[config.mk]
export PLATFORM = sky130hd
export DESIGN_NAME = vpft_unscale
export DESIGN_NICKNAME = d
export VERILOG_FILES = /design/src/vpft_pkg.sv /design/src/vpft_unscale.sv
export SDC_FILE = /design/constraint.sdc
export NUM_CORES = 2
export LEC_CHECK = 0
export ABC_AREA = 1
export BUFFER_PORTS_ARGS = -buffer_cell sky130_fd_sc_hd__buf_2
export CAP_MARGIN = 20
export CORE_AREA = 2 2 313 315
export DETAILED_ROUTE_END_ITERATION = 8
export DIE_AREA = 0 0 315 317
export PLACE_DENSITY = 0.57
export SETUP_SLACK_MARGIN = 0.5
export SLEW_MARGIN = 40
export SYNTH_ARGS = -nofsm -noshare
export SYNTH_HDL_FRONTEND = slang
export SYNTH_SLANG_ARGS = --single-unit
export TNS_END_PERCENT = 30
[constraint.sdc]
create_clock -name clk -period 11.9 [get_ports clk]
set_clock_uncertainty 0.2 [all_clocks]
set_input_delay 1.19 -clock clk [delete_from_list [all_inputs] [get_ports clk]]
set_output_delay 1.19 -clock clk [all_outputs]
set_load 0.02 [all_outputs]
[src/vpft_pkg.sv]
// ----------------------------------------------------------------------------
// vpft_pkg
// shared widths, the pipeline word of the cordic chain and the elaboration
// time functions for the arctangent table and the inverse cordic gain
// ----------------------------------------------------------------------------
package vpft_pkg;

    localparam int IN_W             = 32;
    localparam int GUARD_BITS       = 16;
    localparam int DW               = IN_W + GUARD_BITS + 3;
    localparam int ZW               = 64;
    localparam int ANGLE_FRAC       = 60;
    localparam int GAIN_W           = 30;
    localparam int RES_W            = DW + 2 - GUARD_BITS;
    localparam int US_LAT           = 5;
    localparam int HEAD_W           = 19;
    localparam int SPEED_W          = 31;
    localparam int CORDIC_STEPS_DEF = 20;
    localparam int FRAC_BITS_DEF    = 16;

    typedef struct packed {
        logic                   zero;
        logic signed [IN_W-1:0] acc_x;
        logic signed [IN_W-1:0] acc_y;
        logic signed [DW-1:0]   x;
        logic signed [DW-1:0]   y;
        logic signed [DW-1:0]   u;
        logic signed [DW-1:0]   w;
        logic signed [ZW-1:0]   z;
    } vpft_cordic_t;

    // restoring division, elaboration only
    function automatic logic [63:0] udiv64(input logic [63:0] num, input logic [63:0] den);
        logic [63:0] q;
        logic [63:0] r;
        q = '0;
        r = '0;
        for (int b = 63; b >= 0; b--)
        begin
            r = {r[62:0], num[b]};
            if (r >= den)
            begin
                r    = r - den;
                q[b] = 1'b1;
            end
        end
        return q;
    endfunction

    // atan(1/n) in q60 by the truncated gregory series
    function automatic logic signed [63:0] atan_recip(input logic [63:0] n);
        logic [63:0]        p;
        logic signed [63:0] sum;
        logic signed [63:0] term;
        p   = udiv64(64'd1 << ANGLE_FRAC, n);
        sum = '0;
        for (int k = 0; k < 64; k++)
        begin
            if (p != 64'd0)
            begin
                term = signed'(udiv64(p, 64'(2 * k + 1)));
                if (k % 2 == 1)
                    sum = sum - term;
                else
                    sum = sum + term;
                p = udiv64(udiv64(p, n), n);
            end
        end
        return sum;
    endfunction

    function automatic logic signed [63:0] atan_q60(input int unsigned i);
        logic signed [63:0] a;
        if (i == 0)
            a = atan_recip(64'd2) + atan_recip(64'd3);
        else if (i >= ANGLE_FRAC)
            a = '0;
        else
            a = atan_recip(64'd1 << i);
        return a;
    endfunction

    // largest q30 g with floor(g*g / 2^30) * p <= 2^60, p the q30 product of (1 + 4^-i)
    function automatic logic [63:0] inv_gain_q30(input int steps);
        logic [63:0] p;
        logic [63:0] g;
        logic [63:0] c;
        p = 64'd1 << GAIN_W;
        g = '0;
        for (int i = 0; i < steps; i++)
        begin
            if (2 * i < 64)
                p = p + (p >> (2 * i));
        end
        for (int b = GAIN_W - 1; b >= 0; b--)
        begin
            c = g | (64'd1 << b);
            if ((((c * c) >> GAIN_W) * p) <= (64'd1 << (2 * GAIN_W)))
                g = c;
        end
        return g;
    endfunction

    function automatic logic signed [DW-1:0] scale_in(input logic signed [IN_W-1:0] v);
        return {{(DW - IN_W - GUARD_BITS){v[IN_W-1]}}, v, {GUARD_BITS{1'b0}}};
    endfunction

    localparam logic signed [ZW-1:0] PI_HALF = 2 * atan_q60(0);

endpackage

[src/vpft_unscale.sv]
// ----------------------------------------------------------------------------
// vpft_unscale
// gain removal for one lane: magnitude times the q30 inverse gain in two
// partial products, rounding from guard scale to q16.16, sign restored
// ----------------------------------------------------------------------------
module vpft_unscale
#(
    parameter logic [vpft_pkg::GAIN_W-1:0] INV_GAIN =
        vpft_pkg::GAIN_W'(vpft_pkg::inv_gain_q30(vpft_pkg::CORDIC_STEPS_DEF))
)
(
    input  logic                              clk,
    input  logic signed [vpft_pkg::DW-1:0]    value,
    output logic signed [vpft_pkg::RES_W-1:0] result
);
    import vpft_pkg::*;

    localparam int HI_W = DW - IN_W;
    localparam int LP_W = IN_W + GAIN_W;
    localparam int HP_W = HI_W + GAIN_W;
    localparam int T_W  = DW + 1;
    localparam int M_W  = T_W - GUARD_BITS;
    localparam int SH   = IN_W - GAIN_W;

    logic [DW-1:0]           mag_reg;
    logic [DW-1:0]           mag_next;
    logic                    neg1_reg;
    logic [LP_W-1:0]         lo_prod;
    logic [IN_W-1:0]         lo_part2_reg;
    logic [HI_W-1:0]         hi2_reg;
    logic                    neg2_reg;
    logic [HP_W-1:0]         hi_prod_next;
    logic [HP_W-1:0]         hi_prod3_reg;
    logic [IN_W-1:0]         lo_part3_reg;
    logic                    neg3_reg;
    logic [T_W-1:0]          t_sum;
    logic [T_W-1:0]          t_rnd;
    logic [M_W-1:0]          mag_r4_reg;
    logic                    neg4_reg;
    logic signed [RES_W-1:0] res_mag;
    logic signed [RES_W-1:0] result_next;
    logic signed [RES_W-1:0] result_reg;

    always_comb
    begin
        mag_next     = value[DW-1] ? DW'(-value) : DW'(value);
        lo_prod      = LP_W'(mag_reg[IN_W-1:0]) * LP_W'(INV_GAIN);
        hi_prod_next = HP_W'(hi2_reg) * HP_W'(INV_GAIN);
        t_sum        = (T_W'(hi_prod3_reg) << SH) + T_W'(lo_part3_reg);
        t_rnd        = t_sum + (T_W'(1) << (GUARD_BITS - 1));
        res_mag      = signed'({1'b0, mag_r4_reg});
        result_next  = neg4_reg ? -res_mag : res_mag;
    end

    always_ff @(posedge clk)
    begin
        mag_reg      <= mag_next;
        neg1_reg     <= value[DW-1];
        lo_part2_reg <= lo_prod[LP_W-1:GAIN_W];
        hi2_reg      <= mag_reg[DW-1:IN_W];
        neg2_reg     <= neg1_reg;
        hi_prod3_reg <= hi_prod_next;
        lo_part3_reg <= lo_part2_reg;
        neg3_reg     <= neg2_reg;
        mag_r4_reg   <= t_rnd[T_W-1:GUARD_BITS];
        neg4_reg     <= neg3_reg;
        result_reg   <= result_next;
    end

    assign result = result_reg;

endmodule

==> impl_metrics.py <==
metrics = {
    "timing": {
        "rsz0062_at_grt": "no",
        "max_freq_mhz": 137,
        "finalMaxSlewViolations": 0,
        "fin_tns_setup_ps": 0,
        "fin_crit_sh_pct": 61.2,
        "fin_ws_ps": 4620,
        "final-setup-viol-count": 0,
        "hold_violations": 0,
        "relSlewSlack_pct": 46.7,
        "fin_crit_ps": 7280,
        "worst_pin_slew_ps": 798,
    },
    "finish": {
        "utilization_pct": 47.9,
        "final_cells": 6824,
        "drive_above_1_share_pct": 3.15,
        "syn_to_final_growth_pct": 7.01,
        "largest_reg_flops": 51,
        "fillers": 9735,
        "nets": 6886,
    },
    "critical_path": {
        "path_class": "flip-flop to flip-flop",
        "critPathBufInv": 6,
        "reg2reg_setup_slack_ps": 4620,
        "rr_worst_depth": 22,
        "cp.required_ps": 12220,
        "critPathMaxFanout": 6,
        "reg2reg_from": "mag_reg[13]",
        "crit_top_cell": "fa_1",
        "cpMaxStageDelayCell": "dfxtp_1",
        "rr_endpoint": "lo_part2_reg[19]",
        "path_cells": "inv_1 > fa_1 > fa_1 > inv_1 > fa_1 > inv_1 > fa_1 > inv_1 > fa_1 > fa_1 > fa_1 > inv_1 > fa_1 > inv_1 > ha_1 > nand2_1 > nor2_1 > nand2_1 > nor2_1 > nand3_1 > nand4_1 > nand2_1",
        "crit_family": "adder cells",
        "crit_arrival_ps": 7600,
        "start_kind": "flip-flop",
        "cp-end-kind": "flip-flop",
        "max_stage_delay_ps": 590,
    },
    "job": {
        "drv_cap": 0,
    },
    "clock_network": {
        "cts_root_buffer": "clkbuf_16",
        "clockBufferDepth": 3,
        "cts-buffers-inserted": 30,
        "holdBufCountCts": 0,
        "htree_num_levels": 1,
        "clock_latency_ps": 620,
        "cts_resized": 0,
        "postCtsSetupBuffers": 0,
        "cts_sinks": 256,
        "path_clk_slew_ps": 70,
        "cts_tree": "done",
    },
    "grt": {
        "grt_pass1_vias": 35500,
        "grt_overflow": 0,
        "grt_pass1_wl_um": 205000,
        "grt_use_total_pct": 27.3,
        "grt_max_degree": 47,
        "antenna_found_initial": 4,
    },
    "status": {
        "status": "finished clean",
    },
    "die": {
        "die_x_um": 315,
        "die-area_mm2": 0.0999,
        "placementRows": 114,
        "start_util_pct": 44.7,
        "chipHeight_um": 317,
        "io_pins": 89,
        "fp.coreArea_mm2": 0.0963,
    },
    "min_path": {
        "hold_class": "flip-flop to flip-flop",
        "hold_end": "neg4_reg",
        "min-delay-start": "neg3_reg",
        "hold_depth": 0,
    },
    "detailed_routing": {
        "routed_wl_um": 131000,
        "first_pass_iters": 6,
        "wl_per_cell_um": 19.2,
        "first_iter_violations": 2240,
        "ant_nets": 0,
        "avgViaCountPerCell": 4.89,
        "vias": 33400,
        "drcViolationCount": 0,
    },
    "logic_synthesis": {
        "syn_avg_cell_area_um2": 7.96,
        "yosys.cell_types.count": 37,
        "yosysWarnings": 0,
        "yosysSeqAreaShare_pct": 11.9,
        "ys_seq_elements": 256,
        "netlist_instances": 5411,
        "synth_fp_nets": 6773,
        "syn_area_mm2": 0.0431,
    },
    "place": {
        "port_buffers": 88,
        "post-place-ws_ps": 4640,
        "dp_hpwl_um": 118000,
        "post-place-cells": 6768,
        "place.gp.congestion": 1.03,
    },
}
==> cell usage after synthesis <==
| cell | number | area (um^2) |
|---|---|---|
| nor2_1 | 346 | 1300 |
| a21oi_1 | 127 | 636 |
| nor2_2 | 8 | 50.1 |
| nor3_2 | 2 | 20.0 |
| o21a_1 | 3 | 22.5 |
| and2_1 | 2 | 12.5 |
| nand3_1 | 181 | 906 |
| a31oi_1 | 5 | 31.3 |
| nand3_4 | 2 | 35.0 |
| or2_1 | 1 | 6.26 |
| nand3_2 | 2 | 20.0 |
| o31ai_1 | 2 | 15.0 |
| buf_2 | 2 | 10.0 |
| and3_1 | 3 | 18.8 |
| buf_1 | 2 | 7.51 |
| dfxtp_1 | 256 | 5120 |
| xor2_1 | 88 | 771 |
| o21ai_2 | 4 | 35.0 |
| nor3_4 | 2 | 32.5 |
| o211ai_1 | 2 | 15.0 |
| nand4_1 | 57 | 357 |
| xnor2_1 | 25 | 219 |
| ha_1 | 578 | 7230 |
| nor2_4 | 3 | 33.8 |
| nor4_1 | 8 | 50.1 |
| or2_2 | 7 | 43.8 |
| o21ai_0 | 65 | 325 |
| a21o_1 | 2 | 15.0 |
| clkbuf_1 | 7 | 26.3 |
| o21bai_1 | 26 | 195 |
| o21ai_1 | 2 | 10.0 |
| inv_1 | 1580 | 5930 |
| nor3_1 | 49 | 245 |
| fa_1 | 732 | 14700 |
| nand3b_1 | 10 | 75.1 |
| a21boi_0 | 2 | 15.0 |
| nand2_1 | 1218 | 4570 |
==> cells in the final DEF (no fill, tap or decap), types with 10 or more instances in the layout <==
cell type	count
a21oi_1	127
buf_2	88
clkbuf_16	30
dfxtp_1	255
fa_1	732
ha_1	578
inv_1	1580
nand2_1	1218
nand3_1	181
nand3b_1	10
nand4_1	57
nor2_1	346
nor3_1	49
o21ai_0	64
o21bai_1	26
xnor2_1	25
xor2_1	88
==> metrics by stage <==
stage | hold WS (ps) | cell area (um^2)
after global routing | 130 | 46100
after CTS | 122 | 46100
after detailed placement | 112 | 45100
after floorplan | 110 | 43100
final | 123 | 46100
after global placement | 110 | 45100
==> logic make-up (layout without fill, tap and decap cells) <==
family                     Yosys count  after routing  synth area share (%)
AOI/OAI and AO/OA                  240            240                  3.05
xor gates and xnor gates           113            113                  2.30
adders and majority gates         1310           1310                  50.8
buffers and inverters             1591           1727                  13.9
DFF                                256            256                  11.9
other                                0              1                     0
and+or+nand+nor                   1901           1901                  18.1
==> area by class of cell <==
class,count,area [um^2],share of cell area [%]
Inverter,1580,5930,12.9
Clock inverter,19,190,0.413
Clock buffer,36,803,1.74
Tap cell,1276,1600,3.46
Antenna cell,1,2.50,0.00543
Timing Repair Buffer,92,470,1.02
Multi-Input combinational cell,3564,32000,69.4
Sequential cell,256,5130,11.1
==> worst max path at each step <==
stage,from,to,slack [ps],cells after the start
final,mag_reg[13],lo_part2_reg[19],4620,22
after global routing,mag_reg[13],lo_part2_reg[19],4330,23
after CTS,mag_reg[13],lo_part2_reg[19],4630,22
after detailed placement,mag_reg[13],lo_part2_reg[19],4640,22
after global placement,mag_reg[13],lo_part2_reg[3],4630,22
after floorplan,mag_reg[6],lo_part2_reg[30],5680,24
==> per-layer routing <==
metal	up-vias	global-route usage [%]	wire length, um
li1	16200	-	-
met1	15900	34.7	55100
met2	958	46.8	61800
met3	269	3.16	6970
met4	2	12.2	6850
met5	-	0	20
Power is not shown: default switching activity piles up to over one toggle a cycle in this logic, so the estimate is an artifact.
