[src/vpft_pkg.sv]
// ----------------------------------------------------------------------------
// vpft_pkg
// shared widths, the pipeline word of the cordic chain and the elaboration
// time functions for the arctangent table and the inverse cordic gain
// ----------------------------------------------------------------------------
package vpft_pkg;

    localparam int IN_W             = 32;
    localparam int GUARD_BITS       = 16;
    localparam int DW               = IN_W + GUARD_BITS + 3;
    localparam int ZW               = 64;
    localparam int ANGLE_FRAC       = 60;
    localparam int GAIN_W           = 30;
    localparam int RES_W            = DW + 2 - GUARD_BITS;
    localparam int US_LAT           = 5;
    localparam int HEAD_W           = 19;
    localparam int SPEED_W          = 31;
    localparam int CORDIC_STEPS_DEF = 20;
    localparam int FRAC_BITS_DEF    = 16;

    typedef struct packed {
        logic                   zero;
        logic signed [IN_W-1:0] acc_x;
        logic signed [IN_W-1:0] acc_y;
        logic signed [DW-1:0]   x;
        logic signed [DW-1:0]   y;
        logic signed [DW-1:0]   u;
        logic signed [DW-1:0]   w;
        logic signed [ZW-1:0]   z;
    } vpft_cordic_t;

    // restoring division, elaboration only
    function automatic logic [63:0] udiv64(input logic [63:0] num, input logic [63:0] den);
        logic [63:0] q;
        logic [63:0] r;
        q = '0;
        r = '0;
        for (int b = 63; b >= 0; b--)
        begin
            r = {r[62:0], num[b]};
            if (r >= den)
            begin
                r    = r - den;
                q[b] = 1'b1;
            end
        end
        return q;
    endfunction

    // atan(1/n) in q60 by the truncated gregory series
    function automatic logic signed [63:0] atan_recip(input logic [63:0] n);
        logic [63:0]        p;
        logic signed [63:0] sum;
        logic signed [63:0] term;
        p   = udiv64(64'd1 << ANGLE_FRAC, n);
        sum = '0;
        for (int k = 0; k < 64; k++)
        begin
            if (p != 64'd0)
            begin
                term = signed'(udiv64(p, 64'(2 * k + 1)));
                if (k % 2 == 1)
                    sum = sum - term;
                else
                    sum = sum + term;
                p = udiv64(udiv64(p, n), n);
            end
        end
        return sum;
    endfunction

    function automatic logic signed [63:0] atan_q60(input int unsigned i);
        logic signed [63:0] a;
        if (i == 0)
            a = atan_recip(64'd2) + atan_recip(64'd3);
        else if (i >= ANGLE_FRAC)
            a = '0;
        else
            a = atan_recip(64'd1 << i);
        return a;
    endfunction

    // largest q30 g with floor(g*g / 2^30) * p <= 2^60, p the q30 product of (1 + 4^-i)
    function automatic logic [63:0] inv_gain_q30(input int steps);
        logic [63:0] p;
        logic [63:0] g;
        logic [63:0] c;
        p = 64'd1 << GAIN_W;
        g = '0;
        for (int i = 0; i < steps; i++)
        begin
            if (2 * i < 64)
                p = p + (p >> (2 * i));
        end
        for (int b = GAIN_W - 1; b >= 0; b--)
        begin
            c = g | (64'd1 << b);
            if ((((c * c) >> GAIN_W) * p) <= (64'd1 << (2 * GAIN_W)))
                g = c;
        end
        return g;
    endfunction

    function automatic logic signed [DW-1:0] scale_in(input logic signed [IN_W-1:0] v);
        return {{(DW - IN_W - GUARD_BITS){v[IN_W-1]}}, v, {GUARD_BITS{1'b0}}};
    endfunction

    localparam logic signed [ZW-1:0] PI_HALF = 2 * atan_q60(0);

endpackage

[src/vpft_prerot.sv]
// ----------------------------------------------------------------------------
// vpft_prerot
// input register: guard scaling, quarter turn of both vectors into the right
// half plane and the zero velocity flag
// ----------------------------------------------------------------------------
module vpft_prerot
(
    input  logic                            clk,
    input  logic                            rst_n,
    input  logic                            in_valid,
    input  logic signed [31:0]              vel_x,
    input  logic signed [31:0]              vel_y,
    input  logic signed [31:0]              acc_x,
    input  logic signed [31:0]              acc_y,
    output logic                            out_valid,
    output vpft_pkg::vpft_cordic_t          out_data
);
    import vpft_pkg::*;

    logic                 valid_reg;
    vpft_cordic_t         data_reg;
    vpft_cordic_t         data_next;
    logic signed [DW-1:0] x0;
    logic signed [DW-1:0] y0;
    logic signed [DW-1:0] u0;
    logic signed [DW-1:0] w0;

    always_comb
    begin
        x0              = scale_in(vel_x);
        y0              = scale_in(vel_y);
        u0              = scale_in(acc_x);
        w0              = scale_in(acc_y);
        data_next.zero  = (vel_x == '0) && (vel_y == '0);
        data_next.acc_x = acc_x;
        data_next.acc_y = acc_y;
        data_next.x     = x0;
        data_next.y     = y0;
        data_next.u     = u0;
        data_next.w     = w0;
        data_next.z     = '0;
        // left half plane: quarter turn towards the x axis
        if (vel_x[IN_W-1])
        begin
            if (!vel_y[IN_W-1])
            begin
                data_next.x = y0;
                data_next.y = -x0;
                data_next.u = w0;
                data_next.w = -u0;
                data_next.z = PI_HALF;
            end
            else
            begin
                data_next.x = -y0;
                data_next.y = x0;
                data_next.u = -w0;
                data_next.w = u0;
                data_next.z = -PI_HALF;
            end
        end
    end

    always_ff @(posedge clk or negedge rst_n)
    begin
        if (!rst_n)
            valid_reg <= 1'b0;
        else
            valid_reg <= in_valid;
    end

    always_ff @(posedge clk)
    begin
        data_reg <= data_next;
    end

    assign out_valid = valid_reg;
    assign out_data  = data_reg;

endmodule

[config.mk]
export PLATFORM = sky130hd
export DESIGN_NAME = vpft_prerot
export DESIGN_NICKNAME = d
export VERILOG_FILES = /design/src/vpft_pkg.sv /design/src/vpft_prerot.sv
export SDC_FILE = /design/constraint.sdc
export NUM_CORES = 1
export LEC_CHECK = 0
export ABC_AREA = 1
export BUFFER_PORTS_ARGS = -buffer_cell sky130_fd_sc_hd__buf_4
export CORE_MARGIN = 4
export CORE_UTILIZATION = 25
export CTS_CLUSTER_DIAMETER = 30
export DETAILED_ROUTE_END_ITERATION = 7
export SYNTH_ARGS = -nofsm -noshare
export SYNTH_HDL_FRONTEND = slang
export SYNTH_SLANG_ARGS = --single-unit
[constraint.sdc]
create_clock -name clk -period 1.5 [get_ports clk]
set_clock_uncertainty 0.05 [all_clocks]
set_input_delay 0 -clock clk [delete_from_list [all_inputs] [get_ports clk]]
set_output_delay 0 -clock clk [all_outputs]
set_load 0.01 [all_outputs]
==> metrics.md, run 1 <==
| Metric | Value |
|---|---|
| Tcrit/Tclk final | `98.51%` |
| GPL Wtd Cong | `0.9185` |
| Sequential area share after synthesis | `41.13%` |
| Synthesized area | `10190 um^2` |
| Antenna Cells | `0` |
| Ys Warns | `0` |
| Number of global-route vias before repair | `11680` |
| IO buf count | `398` |
| Slew @ Worst Pin | `0.4929 ns` |
| Chip Width | `209.9 um` |
| Synth unique cells | `32` |
| CP startpoint kind | `primary input` |
| Adder-cell area share of the yosys netlist | `0.4913%` |
| Htree depth | `2` |
| Hold crit path type | `in2reg` |
| Post-Layout Inst Area | `17680 um^2` |
| Crit Path Category | `in2reg` |
| Final Hold Fails | `4` |
| Worst VDD drop | `0.7766 mV` |
| DRC Markers | `0` |
| Mux cell area share after synthesis | `0%` |
| Clock Path Buffers | `3` |
| CTS tree | `yes` |
| Worst-path maximum fanout | `5` |
| Sink Count | `209` |
| Global Route Usage Sum | `20.10%` |
| Post-Syn Instances | `1448` |
| Placed cell area | `13770 um^2` |
| Initial antenna violation count | `0` |
| Clock Root Buffer | `clkbuf_16` |
| Worst Path Required | `1.94 ns` |
| Core Area | `40010 um^2` |
| Post-route core utilization | `44.20%` |
| Largest net degree at the start of global routing | `102` |
| DR WL/cell | `17.87 um` |
| Worst EP arrival | `1.92 ns` |
| Sum of negative setup slack | `0 ns` |
| Xor and xnor fraction of the mapped netlist area | `3.439%` |
| Slew Limit Fails | `0` |
| DP Wirelength | `34930 um` |
| CP endpoint kind | `flip-flop` |
| Pwr/cell area | `1266 nW/um^2` |
| Initial DRC Count | `759` |
| Status | `finished with violations` |
| Main combinational cell family by area after synthesis | `simple AND/OR/NAND/NOR gates` |
| Avg Vias per Cell | `4.546` |
| Routed wire length | `47230 um` |
| Clk slew on worst S/H paths | `0.05 ns` |
| Drt pass-1 iters | `5` |
| LEAKAGE | `8.506 nW` |
| Via count | `12010` |
| First-pass GRT wire length | `69100 um` |
| Starting Density | `25.46%` |
| Final Critical Period | `1.478 ns` |
| Hold Worst Slack | `-0.04217 ns` |
| Post-Syn Area per Cell | `7.035 um^2` |
| # setup viols final | `0` |
| I/O Pins | `465` |
| Nets | `2212` |
| Die Y-Extent | `209.9 um` |
| Die Footprint | `44040 um^2` |
| Worst hold stages | `5` |
| Hold path startpoint | `vel_x[31]` |
| Layout cells sized above 1 | `31.02%` |
| Simple-Gate Fraction of Synth Area | `31.08%` |
| Max_cap viols | `0` |
| WHS Endpoint | `out_data[213]` |
| Compound-Gate Fraction of Synth Area | `8.906%` |
| Row cnt | `73` |
| Failing checks | `hold timing` |
| Tot Pwr | `0.02238 W` |
| Post-route ant nets | `0` |
| Cts bufs inserted | `53` |
| Relative max-transition margin | `66.79%` |
| Gr ovfl total | `0` |
| Max Clk Rate | `0.6768 GHz` |
| Area Growth Syn to Fin | `73.62%` |
| Flops & latches, synth | `209` |
-- worst max-delay path, stage by stage --
cell	delay, ns
dlygate4sd3_1	0.55
buf_4	0.17
nor2_2	0.16
nand2_2	0.08
nand2_2	0.08
nand2_1	0.07
nand2_1	0.06
nand2_1	0.04
dlygate4sd3_1	0.58
o22ai_1	0.13
-- layout make-up --
class	instances	area [um^2]
Clock buffer	60	1415
Fill cell	3962	22320
Timing Repair Buffer	676	5598
Clock inverter	36	540.5
Multi-Input combinational cell	1035	4893
Sequential cell	209	4189
Tap cell	525	656.9
Inverter	102	391.6
-- flip-flops by register name, indices dropped and copies added, names as in the netlist --
register   cells
out_valid      1
out_data     208
-- layout by cell type (no fill, tap or decap), drive strengths merged, types with 10 or more instances in the layout --
master,synthesis,layout
bufinv,0,12
o22ai,10,10
xnor2,13,13
buf,146,501
clkinvlp,0,10
nand4,30,30
nor2,167,167
xor2,27,27
clkbuf,25,60
conb,1,69
a21oi,14,14
nand3,152,152
o21ai,140,140
dfxtp,208,208
nand2,381,382
inv,102,109
dlygate4sd3,0,174
-- repair_timing --
| action | 4_1_cts | 5_1_grt |
|---|---|---|
| setup endpoints to repair | 0 | 96 |
| buffers inserted | 0 | 4 |
| endpoints found under the hold margin | 206 | 7 |
| hold buffers | 169 | 9 |
| gates resized for setup | 0 | 56 |
-- cell usage after synthesis, drive strengths merged --
| master | number | area, um^2 |
|---|---|---|
| o31ai | 2 | 15.01 |
| xor2 | 27 | 236.5 |
| o21bai | 1 | 7.510 |
| dfxtp | 208 | 4164 |
| and2 | 3 | 18.77 |
| clkbuf | 25 | 93.84 |
| nand4 | 30 | 187.7 |
| xnor2 | 13 | 113.9 |
| o22ai | 10 | 62.56 |
| a31oi | 3 | 18.77 |
| nand3 | 152 | 760.7 |
| or2 | 1 | 6.260 |
| nand3b | 7 | 52.55 |
| ha | 4 | 50.05 |
| o221ai | 2 | 17.52 |
| dfrtp | 1 | 25.02 |
| a21oi | 14 | 70.07 |
| nand2 | 381 | 1440 |
| o211ai | 2 | 15.01 |
| buf | 146 | 1043 |
| nor3 | 6 | 30.03 |
| inv | 102 | 382.9 |
| o21ai | 140 | 700.7 |
| nor2 | 167 | 669.4 |
| conb | 1 | 3.750 |
-- cell families after synthesis --
group	after synthesis
AO/OA/AOI/OAI	174
XOR/XNOR	40
adder cells (fa/ha/maj)	4
buffers and inverters	273
flip-flops	209
other	1
AND/OR/NAND/NOR	747
-- report_power, final --
part           total, W  leakage, nW  internal (W)  switching (W)
combinational   0.00370         5.81       0.00172        0.00198
sequential      0.00618         1.76       0.00602       0.000168
clock            0.0125        0.931       0.00882        0.00367
total            0.0224         8.51        0.0166        0.00582
-- metrics by stage --
stage                     instances  worst slack, ns  hold WS, ns
after global placement         2367          -0.1775      -0.2746
after detailed placement       2367          -0.1984      -0.2744
after floorplan                1516           0.2846      -0.3456
after global routing           2643         -0.02332      0.01180
after CTS                      2632         0.006805      -0.2131
final                          2643          0.02236     -0.04217
-- routing by layer --
layer  track usage [%]  wire length, um  vias to the layer above
met3             5.351             4480                       77
met4             6.008             1134                        0
met2             32.30            21480                      579
met5                 0                0                        -
li1                  -                -                     5777
met1             26.53            20140                     5581
-- worst max-delay path by stage --
stage	endpoint	startpoint	cells after the start	slack, ns
CTS	out_data[263]	vel_y[0]	14	0.007
floorplan	out_data[10]	out_data[62]	1	0.28
global route	out_data[138]	acc_y[6]	10	-0.02
global placement	out_data[112]	acc_x[0]	10	-0.18
detailed placement	out_data[151]	acc_y[0]	10	-0.20
finish	out_data[138]	acc_y[6]	10	0.02
(Power assumes the default switching activity.)
==> run 2, diff against run 1 <==
Settings changed: HOLD_SLACK_MARGIN set to 0.08, SKIP_CTS_REPAIR_TIMING set to 1.
==> run 2 against run 1 <==
  * The run still ends with hold timing left
  * Critical path depth decreased by 4
  * Final area increased by 4.9%
  * Combinational power increased by 7.3%
  * Worst hold slack got worse by 0.40 ns
  * Sequential share of layout area decreased by 1.1 points
  * Core utilization increased by 2.2 points
  * Final cell count increased by 3.7%
  * Die area unchanged
  * Critical endpoint is now out_data[211]
  * Largest power group unchanged
==> metrics.md, run 2 (same netlist as run 1, synthesis figures left out) <==
| Metric | Value |
|---|---|
| Status | `finished with violations` |
| Failing checks | `hold timing` |
| Post-place setup slack | `-0.1984 ns` |
| Hold crit path type | `in2reg` |
| Initial DRC Count | `1054` |
| Initial antenna violation count | `0` |
| Via count | `12730` |
| Layout cells sized above 1 | `27.56%` |
| Final Critical Period | `1.488 ns` |
| Chip Width | `209.9 um` |
| Worst Path Required | `1.91 ns` |
| Fin worst setup slack | `0.01197 ns` |
| Slew Limit Fails | `0` |
| Drt pass-1 iters | `5` |
| DP Wirelength | `34930 um` |
| Clock Path Buffers | `3` |
| Sink Count | `209` |
| Clk slew on worst S/H paths | `0.05 ns` |
| Final Hold Fails | `3` |
| Max_cap viols | `0` |
| Htree depth | `2` |
| Most frequent cells in the layout | `490 x buf_4, 377 x nand2_1, 277 x dlygate4sd3_1` |
| I/O Pins | `465` |
| Final Non-Filler Cells | `2742` |
| Worst-path maximum fanout | `3` |
| Number of global-route vias before repair | `10660` |
| Worst EP arrival | `1.89 ns` |
| Worst VDD drop | `0.7821 mV` |
| Hold path startpoint | `acc_x[23]` |
| CP endpoint kind | `flip-flop` |
| DRC Markers | `0` |
| Nets | `2311` |
| Core Area | `40010 um^2` |
| Slew @ Worst Pin | `0.6590 ns` |
| Largest net degree at the start of global routing | `102` |
| Routed wire length | `50800 um` |
| Starting Density | `25.46%` |
| Max Clk Rate | `0.6720 GHz` |
| CTS tree | `yes` |
| GPL Wtd Cong | `0.9185` |
| Die Y-Extent | `209.9 um` |
| Relative max-transition margin | `55.92%` |
| Avg Vias per Cell | `4.642` |
| Placed cell count | `2367` |
| Commonest non-fill, non-tap cell in the layout | `buf_4` |
| Worst hold stages | `1` |
| IO buf count | `398` |
| Gr ovfl total | `0` |
| DR WL/cell | `18.53 um` |
| Area Growth Syn to Fin | `82.18%` |
| Max reg flops | `208` |
| First-pass GRT wire length | `64540 um` |
| Clock Root Buffer | `clkbuf_16` |
| Crit Path Category | `in2reg` |
| Antenna Cells | `0` |
| Post-route ant nets | `0` |
| # setup viols final | `0` |
| Global Route Usage Sum | `18.87%` |
| Pwr/cell area | `1220 nW/um^2` |
| Die Footprint | `44040 um^2` |
| WHS Endpoint | `out_data[323]` |
| Hold Worst Slack | `-0.4450 ns` |
| Tcrit/Tclk final | `99.20%` |
| CP startpoint kind | `primary input` |
| Cts bufs inserted | `53` |
| LEAKAGE | `8.888 nW` |
| Row cnt | `73` |
[run 2: area by class of cell]
type	instances	area [um^2]
clock buffer	60	1415
timing repair buffer	776	6638
tap	525	656.9
inverter	102	385.4
fill	3893	21450
sequential	209	4189
multi-input combinational	1034	4732
clock inverter	36	540.5
[run 2: critical path: stages]
cell and delay (ns):
dlygate4sd3_1 0.56, buf_4 0.15, nand2_1 0.05, dlygate4sd3_1 0.54, nand2_1 0.05, dlygate4sd3_1 0.54
[run 2: per-layer routing]
metal	vias to the layer above	share of wire (%)	wire (um)	global-route usage [%]
li1	5982	-	-	-
met4	0	2.5	1249	5.828
met1	5927	42	21370	25.52
met5	-	0	0	0
met3	93	10	5141	5.172
met2	727	45	23040	29.38
[run 2: how the worst max path moves through the flow]
stage	startpoint	end	slack, ns	cells after the start
after CTS	out_data[62]	out_data[22]	0.04	2
after floorplan	out_data[62]	out_data[10]	0.28	1
after detailed placement	acc_y[0]	out_data[151]	-0.20	10
final	vel_y[29]	out_data[211]	0.01	6
after global placement	acc_x[0]	out_data[112]	-0.18	10
after global routing	acc_x[17]	out_data[111]	-0.03	10
[run 2: per-stage QoR]
step | area, um^2 | utilization [%] | hold WS (ns) | total power [W] | TNS (ns)
final | 18560 | 46.38 | -0.4450 | 0.02265 | 0
after global placement | 13770 | 34.42 | -0.2746 | 0.009514 | -2.650
after floorplan | 10440 | - | -0.3456 | 0.007819 | 0
after CTS | 15730 | 39.31 | -0.8831 | 0.02210 | 0
after global routing | 18560 | 46.38 | -0.4683 | 0.02351 | -0.03329
after detailed placement | 13770 | 34.42 | -0.2744 | 0.009522 | -3.365
[run 2: power by group]
part	internal (W)	total [W]	switching [W]
registers	0.00602	0.00619	0.000172
logic	0.00192	0.00397	0.00205
clock network	0.00882	0.0125	0.00367
==> run 3, diff against run 2 <==
Settings changed: BUFFER_PORTS_ARGS -buffer_cell sky130_fd_sc_hd__buf_4 to -buffer_cell sky130_fd_sc_hd__buf_2, CELL_PAD_IN_SITES_DETAIL_PLACEMENT set to 0, CELL_PAD_IN_SITES_GLOBAL_PLACEMENT set to 1, CORE_MARGIN 4 to unset, PLACE_DENSITY_LB_ADDON set to 0.1.
==> run 3 against run 2 <==
  * The flow still finishes with violations (hold timing)
  * Die area is 5.6% lower
  * Non-clock buffer count fell by 71
  * Total power shrank 4.6%
  * Worst setup slack better by 0.055 ns
  * Critical path type unchanged
  * Critical endpoint is now out_data[160]
  * Largest power group unchanged
==> metrics.md, run 3 (same netlist as run 1, synthesis figures left out) <==
| Metric | Value |
|---|---|
| Worst-path maximum fanout | `5` |
| Post-Layout Inst Area | `16780 um^2` |
| DRC Markers | `0` |
| Sum of negative setup slack | `0 ns` |
| Placed cell count | `2383` |
| Htree depth | `2` |
| Commonest non-fill, non-tap cell in the layout | `buf_2` |
| IO buf count | `398` |
| DP Wirelength | `33840 um` |
| Clk slew on worst S/H paths | `0.04 ns` |
| Cts bufs inserted | `54` |
| Final Non-Filler Cells | `2676` |
| Placed cell area | `12920 um^2` |
| Routed wire length | `44660 um` |
| # setup viols final | `0` |
| Core Area | `39910 um^2` |
| Global Route Usage Sum | `19.98%` |
| Crit Path Category | `in2reg` |
| Antenna Cells | `0` |
| Row cnt | `73` |
| Max Clk Rate | `0.6980 GHz` |
| Footprint of the multi-input gates | `4732 um^2` |
| Via count | `11450` |
| Chip Width | `203.9 um` |
| Post-place setup slack | `-0.07371 ns` |
| Clock Root Buffer | `clkbuf_16` |
| Max_cap viols | `0` |
| DR WL/cell | `16.69 um` |
| First-pass GRT wire length | `62290 um` |
| I/O Pins | `465` |
| Max reg flops | `208` |
| Hold Worst Slack | `-0.3287 ns` |
| CTS tree | `yes` |
| Worst EP arrival | `1.87 ns` |
| CP endpoint kind | `flip-flop` |
| Nets | `2241` |
| Failing checks | `hold timing` |
| Number of global-route vias before repair | `10450` |
| Worst Path Required | `1.94 ns` |
| FF+latch area | `4190 um^2` |
| CP startpoint kind | `primary input` |
| Final Critical Period | `1.433 ns` |
| Hold crit path type | `in2reg` |
| Clock Path Buffers | `3` |
| Layout filler cell count | `4199` |
| Gr ovfl total | `0` |
| Most frequent cells in the layout | `397 x buf_2, 377 x nand2_1, 207 x dfxtp_1` |
| Layout cells sized above 1 | `29.20%` |
| Sink Count | `209` |
| Relative max-transition margin | `59.26%` |
| Tcrit/Tclk final | `95.50%` |
| Post-route ant nets | `0` |
| Post-route core utilization | `42.03%` |
| Status | `finished with violations` |
| Fin worst setup slack | `0.06744 ns` |
| Worst VDD drop | `0.7913 mV` |
| Die Y-Extent | `203.9 um` |
| Drt pass-1 iters | `5` |
| Slew @ Worst Pin | `0.6091 ns` |
| Largest net degree at the start of global routing | `72` |
| Pwr/cell area | `1288 nW/um^2` |
| Initial antenna violation count | `0` |
| Area Growth Syn to Fin | `64.71%` |
| LEAKAGE | `8.299 nW` |
| Final Hold Fails | `33` |
| Avg Vias per Cell | `4.277` |
| GPL Wtd Cong | `0.8654` |
| Slew Limit Fails | `0` |
| Die Footprint | `41550 um^2` |
| Initial DRC Count | `465` |
| Starting Density | `25.52%` |
[run 3: metrics by stage]
step,hold WS [ns],total power [W]
CTS,-0.9017,0.02144
finish,-0.3287,0.02161
global placement,-0.2754,0.009170
floorplan,-0.3456,0.007819
detailed placement,-0.2733,0.009148
global route,-0.3113,0.02252
[run 3: worst paths after layout]
check | from | endpoint | slack, ns | cells past startpoint
min in group asynchronous | rst_n | out_valid | 0.19 | 3
max in group asynchronous | rst_n | out_valid | 1.11 | 3
worst max-delay path | acc_y[10] | out_data[160] | 0.07 | 11
worst min-delay path | vel_x[14] | out_data[196] | -0.33 | 3
[run 3: area by class of cell]
type,instances,share of cell area [%]
Clock buffer,66,8.681
Clock inverter,35,2.841
Inverter,102,2.297
Multi-Input combinational cell,1034,28.21
Sequential cell,209,24.98
Tap cell,525,3.915
Timing Repair Buffer,705,29.09
[run 3: layer usage]
layer / track usage, % / vias up / share of wire [%]
li1: - / 5821 / -
met1: 25.58 / 5219 / 46
met2: 33.36 / 339 / 47
met3: 3.316 / 67 / 4.4
met4: 7.734 / 0 / 2.6
met5: 0 / - / 0
[run 3: critical path: stages]
cell and delay (ns):
dlygate4sd3_1 0.54, buf_2 0.16, nor2_1 0.19, nand2_1 0.14
nor2_1 0.21, nor2_1 0.06, nor2_1 0.14, buf_4 0.15
nand4_1 0.08, nand3_1 0.14, nand2_1 0.06
[run 3: where the power goes]
part / switching (W) / internal, W / total (W)
sequential: 0.000138 / 0.00601 / 0.00615
clock: 0.00383 / 0.00833 / 0.0122
combinational: 0.00190 / 0.00141 / 0.00330
